**src/ptc_pkg.sv**
```systemverilog
// Shared types, constants and helpers for the pressure/temperature compensation block.
package ptc_pkg;

    localparam int RAW_W      = 20;
    localparam int TEMP_W     = 32;
    localparam int WIDE_W     = 64;
    localparam int PA_W       = 23;
    localparam int CFG_DATA_W = 64;
    localparam int CFG_IDX_W  = 2;
    localparam int SIDE_W     = 2 * TEMP_W;

    localparam logic [20:0] P_FULL_SCALE = 21'd1048576;
    localparam logic signed [32:0] FINE_OFFSET = 33'sd128000;
    localparam logic [63:0] NUM_SCALE    = 64'd3125;
    localparam logic signed [63:0] DIV_BIAS = 64'sd1 <<< 47;
    localparam logic [31:0] MILLI_PER_PA = 32'd1000;
    // 390625 / 100000 reduces to 125 / 32
    localparam logic [14:0] FRAC_MUL     = 15'd125;
    // ceil(2^36 / 125): exact floor division for 29-bit dividends
    localparam logic [29:0] RECIP_125    = 30'd549755814;

    typedef enum logic [CFG_IDX_W-1:0] {
        CFG_TEMP_COEFFS  = 2'd0,
        CFG_PRESS_LOW    = 2'd1,
        CFG_PRESS_HIGH   = 2'd2,
        CFG_PRESS_NINE   = 2'd3
    } cfg_index_t;

    typedef struct packed {
        logic [15:0] t1;
        logic [15:0] t2;
        logic [15:0] t3;
    } temp_cal_t;

    typedef struct packed {
        logic [15:0] p1;
        logic [15:0] p2;
        logic [15:0] p3;
        logic [15:0] p4;
        logic [15:0] p5;
        logic [15:0] p6;
        logic [15:0] p7;
        logic [15:0] p8;
        logic [15:0] p9;
    } press_cal_t;

    function automatic logic signed [63:0] sx16(input logic [15:0] v);
        return $signed({{48{v[15]}}, v});
    endfunction

    function automatic logic signed [31:0] sx16_32(input logic [15:0] v);
        return $signed({{16{v[15]}}, v});
    endfunction

endpackage

```
**src/ptc_temp.sv**
```systemverilog
// Temperature stages: fine temperature and hundredths of a degree, 32-bit wrap.
module ptc_temp import ptc_pkg::*; #(
    parameter int SIDE_W = RAW_W
) (
    input  logic                     clk,
    input  logic                     rst_n,
    input  logic                     en,
    input  logic                     in_valid,
    input  logic [RAW_W-1:0]         raw_temperature,
    input  logic [SIDE_W-1:0]        side_in,
    input  temp_cal_t                cal,
    output logic                     out_valid,
    output logic signed [TEMP_W-1:0] fine,
    output logic signed [TEMP_W-1:0] centi,
    output logic [SIDE_W-1:0]        side_out
);

    localparam int NS = 5;

    logic [NS-1:0]       v_reg;
    logic [SIDE_W-1:0]   side_reg [NS];

    logic signed [31:0] d1_next, d2_next, d1_reg, d2_reg;
    logic signed [31:0] m1_next, sq_next, m1_reg, sq_reg;
    logic signed [31:0] v1_next, m3_next, v1_reg, m3_reg;
    logic signed [31:0] fine_next, fine4_reg, fine5_reg;
    logic signed [31:0] f5, centi_next, centi_reg;

    assign d1_next = $signed({15'd0, raw_temperature[19:3]}) - $signed({15'd0, cal.t1, 1'b0});
    assign d2_next = $signed({16'd0, raw_temperature[19:4]}) - $signed({16'd0, cal.t1});
    assign m1_next = d1_reg * sx16_32(cal.t2);
    assign sq_next = d2_reg * d2_reg;
    assign v1_next = m1_reg >>> 11;
    assign m3_next = (sq_reg >>> 12) * sx16_32(cal.t3);
    assign fine_next = v1_reg + (m3_reg >>> 14);
    assign f5 = (fine4_reg <<< 2) + fine4_reg + 32'sd128;
    assign centi_next = f5 >>> 8;

    always_ff @(posedge clk or negedge rst_n)
    begin
        if (!rst_n)
        begin
            v_reg <= '0;
        end
        else if (en)
        begin
            v_reg <= {v_reg[NS-2:0], in_valid};
        end
    end

    always_ff @(posedge clk)
    begin
        if (en)
        begin
            side_reg[0] <= side_in;
            for (int k = 1; k < NS; k++)
            begin
                side_reg[k] <= side_reg[k-1];
            end
            d1_reg    <= d1_next;
            d2_reg    <= d2_next;
            m1_reg    <= m1_next;
            sq_reg    <= sq_next;
            v1_reg    <= v1_next;
            m3_reg    <= m3_next;
            fine4_reg <= fine_next;
            fine5_reg <= fine4_reg;
            centi_reg <= centi_next;
        end
    end

    assign out_valid = v_reg[NS-1];
    assign fine      = fine5_reg;
    assign centi     = centi_reg;
    assign side_out  = side_reg[NS-1];

endmodule

```
**config.mk**
```make
export PLATFORM = sky130hd
export DESIGN_NAME = ptc_temp
export DESIGN_NICKNAME = d
export VERILOG_FILES = /design/src/ptc_pkg.sv /design/src/ptc_temp.sv
export SDC_FILE = /design/constraint.sdc
export NUM_CORES = 2
export LEC_CHECK = 0
export BUFFER_PORTS_ARGS = -buffer_cell sky130_fd_sc_hd__buf_2
export CORE_AREA = 3 3 283 285
export DETAILED_ROUTE_END_ITERATION = 10
export DIE_AREA = 0 0 286 288
export GPL_TIMING_DRIVEN = 0
export PLACE_DENSITY = 0.78
export SLEW_MARGIN = 20
export SYNTH_ARGS = -nofsm -noshare
export SYNTH_HDL_FRONTEND = slang
export SYNTH_SLANG_ARGS = --single-unit
export TNS_END_PERCENT = 10
```
**constraint.sdc**
```tcl
create_clock -name clk -period 6.7 [get_ports clk]
set_input_delay 0.67 -clock clk [delete_from_list [all_inputs] [get_ports clk]]
set_output_delay 0.67 -clock clk [all_outputs]
set_load 0.05 [all_outputs]
```
==> impl_results.md <==
- Data required time of the critical path: 7030 ps
- Arrival @ worst endpoint: 7550 ps
- IO Count: 177
- Worst Setup EP: sq_reg[30]
- Rel. slew slack: 0.486
- Filler Cell Count: between 6000 and 7000
- WP buf/inv: 7
- CP startpoint: d1_reg[14]
- Fin worst setup slack: -516 ps
- Routability cong.: 0.926
- Final WL: about 100 mm
- Reg-to-reg slack, setup: -520 ps
- Unrepaired setup endpoints after global routing: yes
- Num CTS Buffers: 28
- Synth cell types: 73
- Worst path slowest cell: fa_1
- Area after DPL: 45300 um^2
- Max FFs per register: 100
- Most frequent cells in the layout: inv_1 (1044), fa_1 (855), nand2_1 (419)
- Die X: 286 um
- Via count: 28800
- DRT iter0 DRCs: 2080
- Ys async rst share: 0.0185
- CP max FO: 4
- XOR/XNOR share of the synthesized area: 0.0357
- Chip height: 288 um
- Critical R2R Capture: sq_reg[30]
- Root buffer cell: clkbuf_16
- Critical path class: flip-flop to flip-flop
- Die area: about 82000 um^2
- Largest stage delay, worst path: 550 ps
- DP HPWL: slightly above 80 mm
- Startpoint class of the critical path: flip-flop
- Worst Setup End Kind: flip-flop
- Synth Area in Simple Gates: 0.107
- GRT Total Usage: 0.256
- Hold-critical path depth: 1
- Max Cap Viol: 0
- Average vias per placed instance: about 5.3
- EDFF count, synth: roughly 270
- Seq cells post-synth: ~270
- Register Area: 8110 um^2
- Clk sink count: ~270
- Critical path depth in cells: 26
- Worst Reg-to-Reg Cells: 26
- Status: finished, violations left
- Register area share after synthesis: 0.190
- Primary FF master, synth: edfxtp_1
- IO Port Bufs: 155
- Worst-margin pin slew: 771 ps
- Mux cell area share after synthesis: 0.00182
- DRT Pass-1 Iters: 8
- Worst-Skew Late Latency: about 600 ps
- Final Hold Violating Endpoints: 0
- Fmax: 0.139 GHz
- Most common cell after layout, fill and taps aside: inv_1
- Mean Syn Cell Area: 10.5 um^2
- Multi-input logic area: 30400 um^2
- Initial core utilization: 0.550
- Clock-pin slew on the worst setup and hold paths: 60 ps
- Synth Warn #: 0
- CTS tree: yes
- Synth Area in Compound Gates: 0.0346
- Adder-Cell Fraction of Synth Area: 0.519
- Final period util: 1.08
- DRC: 0
- Final min period: 7220 ps
- Largest family of logic cells by synthesized area: adder cells
- HP Class: input pin to flip-flop
- Max-slew violations: 0
- Clock skew: between 30 and 40 ps
- Post-route cell area: between 40000 and 50000 um^2
- # nets final: about 5700
- Syn Nets: 5424
- First-pass GRT wire length: 164 mm
- Gr ovfl total: 0
- Reg-to-Reg Start: d1_reg[14]
- Synthesized area: 42700 um^2
- CTS H-tree lvls: 1
- Mapped Cells: 4085
- Layout cells sized above 1: 0.125
- P&R area growth vs syn: 11.6%
- Rows: 102
- Largest net degree at the start of global routing: 108
- CP delay by family, top: adder cells
- Final setup fails: 14
- Failing checks: negative setup slack
- Initial antenna violation count: 2
- Detail Route Antenna Nets: 0
- Critical path's most frequent cell: fa_1
- Vias in the first global route: 31700
- Clock Path Buffers: 3
- Routed length per instance: approximately 19 um
- Core area: 77600 um^2
logic make-up (layout without fill, tap and decap cells):
| kind of cell | count (synthesis) | after routing |
|---|---|---|
| multiplexers | 7 | 7 |
| buffers and inverters | 1229 | 1527 |
| other | 1 | 4 |
| adder cells (fa/ha/maj) | 1247 | 1247 |
| AND/OR/NAND/NOR | 941 | 941 |
| flip-flops | 271 | 271 |
| AO/OA/AOI/OAI | 215 | 215 |
| XOR/XNOR | 174 | 174 |
worst min path at each step:
stage | from | slack, ps | to
after CTS | side_in[14] | 240 | side_reg[0][14]
after detailed placement | side_reg[0][6] | 400 | side_reg[0][26]
after global placement | side_reg[0][70] | 400 | side_reg[0][90]
after global routing | side_in[1] | 250 | side_reg[0][1]
after floorplan | rst_n | 370 | v_reg[0]
final | side_in[14] | 270 | side_reg[0][14]
cell usage after synthesis, types with 3 or more instances:
master / instances / area share
dfrtp_1: 5 / 0.0029
nor3_1: 30 / 0.0035
inv_1: 1059 / 0.093
and3_1: 7 / 0.0010
or3_1: 11 / 0.0016
or2_2: 6 / 0.00088
nand4_1: 11 / 0.0016
nor2b_1: 12 / 0.0018
o22ai_1: 3 / 0.00044
o31ai_1: 6 / 0.0011
mux2_2: 6 / 0.0016
fa_1: 872 / 0.41
xor2_1: 46 / 0.0094
edfxtp_1: 266 / 0.19
a21o_1: 22 / 0.0039
nor2_1: 73 / 0.0064
o21ai_1: 5 / 0.00059
and2_1: 298 / 0.044
nand2_1: 436 / 0.038
a21oi_1: 65 / 0.0076
xnor2_1: 128 / 0.026
o21a_1: 16 / 0.0028
nand2b_1: 27 / 0.0040
nand3_1: 16 / 0.0019
buf_4: 38 / 0.0067
o21bai_1: 8 / 0.0014
a21boi_0: 6 / 0.0011
a31oi_1: 8 / 0.0012
ha_1: 375 / 0.11
o21ai_0: 27 / 0.0032
o211ai_1: 5 / 0.00088
nor2b_2: 4 / 0.00082
a211oi_1: 10 / 0.0018
clkbuf_1: 128 / 0.011
layout make-up:
type | count | share of cell area
Tap cell | 1040 | 0.0273
Timing Repair Buffer | 251 | 0.0328
Multi-Input combinational cell | 2585 | 0.638
Antenna cell | 3 | 0.000158
Sequential cell | 271 | 0.170
Inverter | 1059 | 0.0838
Clock inverter | 17 | 0.00544
Buffer | 166 | 0.0275
Clock buffer | 34 | 0.0152
what timing repair did:
item | in CTS | in global routing
hold buffers | 1 | 0
buffers inserted | 87 | 6
gates resized for setup | 152 | 59
setup endpoints to repair | 45 | 37
pin swaps | 41 | 21
endpoints found under the hold margin | 5 | 0
metal layers:
layer  vias up  global-route usage  wire length (um)
met5         -                   0                 0
met4         0               0.113              5230
met3       338              0.0511              9040
met2      1239               0.430             48900
met1     14600               0.322             38300
li1      12700                   -                 -
per-stage QoR:
step                cells  hold slack [ps]  TNS [ps]  utilization  worst slack (ps)
floorplan            4085              374     -10.1            -             -9.77
global placement     5280              400    -29280        0.582             -1540
detailed placement   5282              405    -33280        0.583             -1530
CTS                  5417              244     -2650        0.611              -447
global route         5424              247     -7880        0.614              -722
finish               5426              274     -3690        0.614              -516
Power is not shown: default switching activity piles up to over one toggle a cycle in this logic, so the estimate is an artifact.
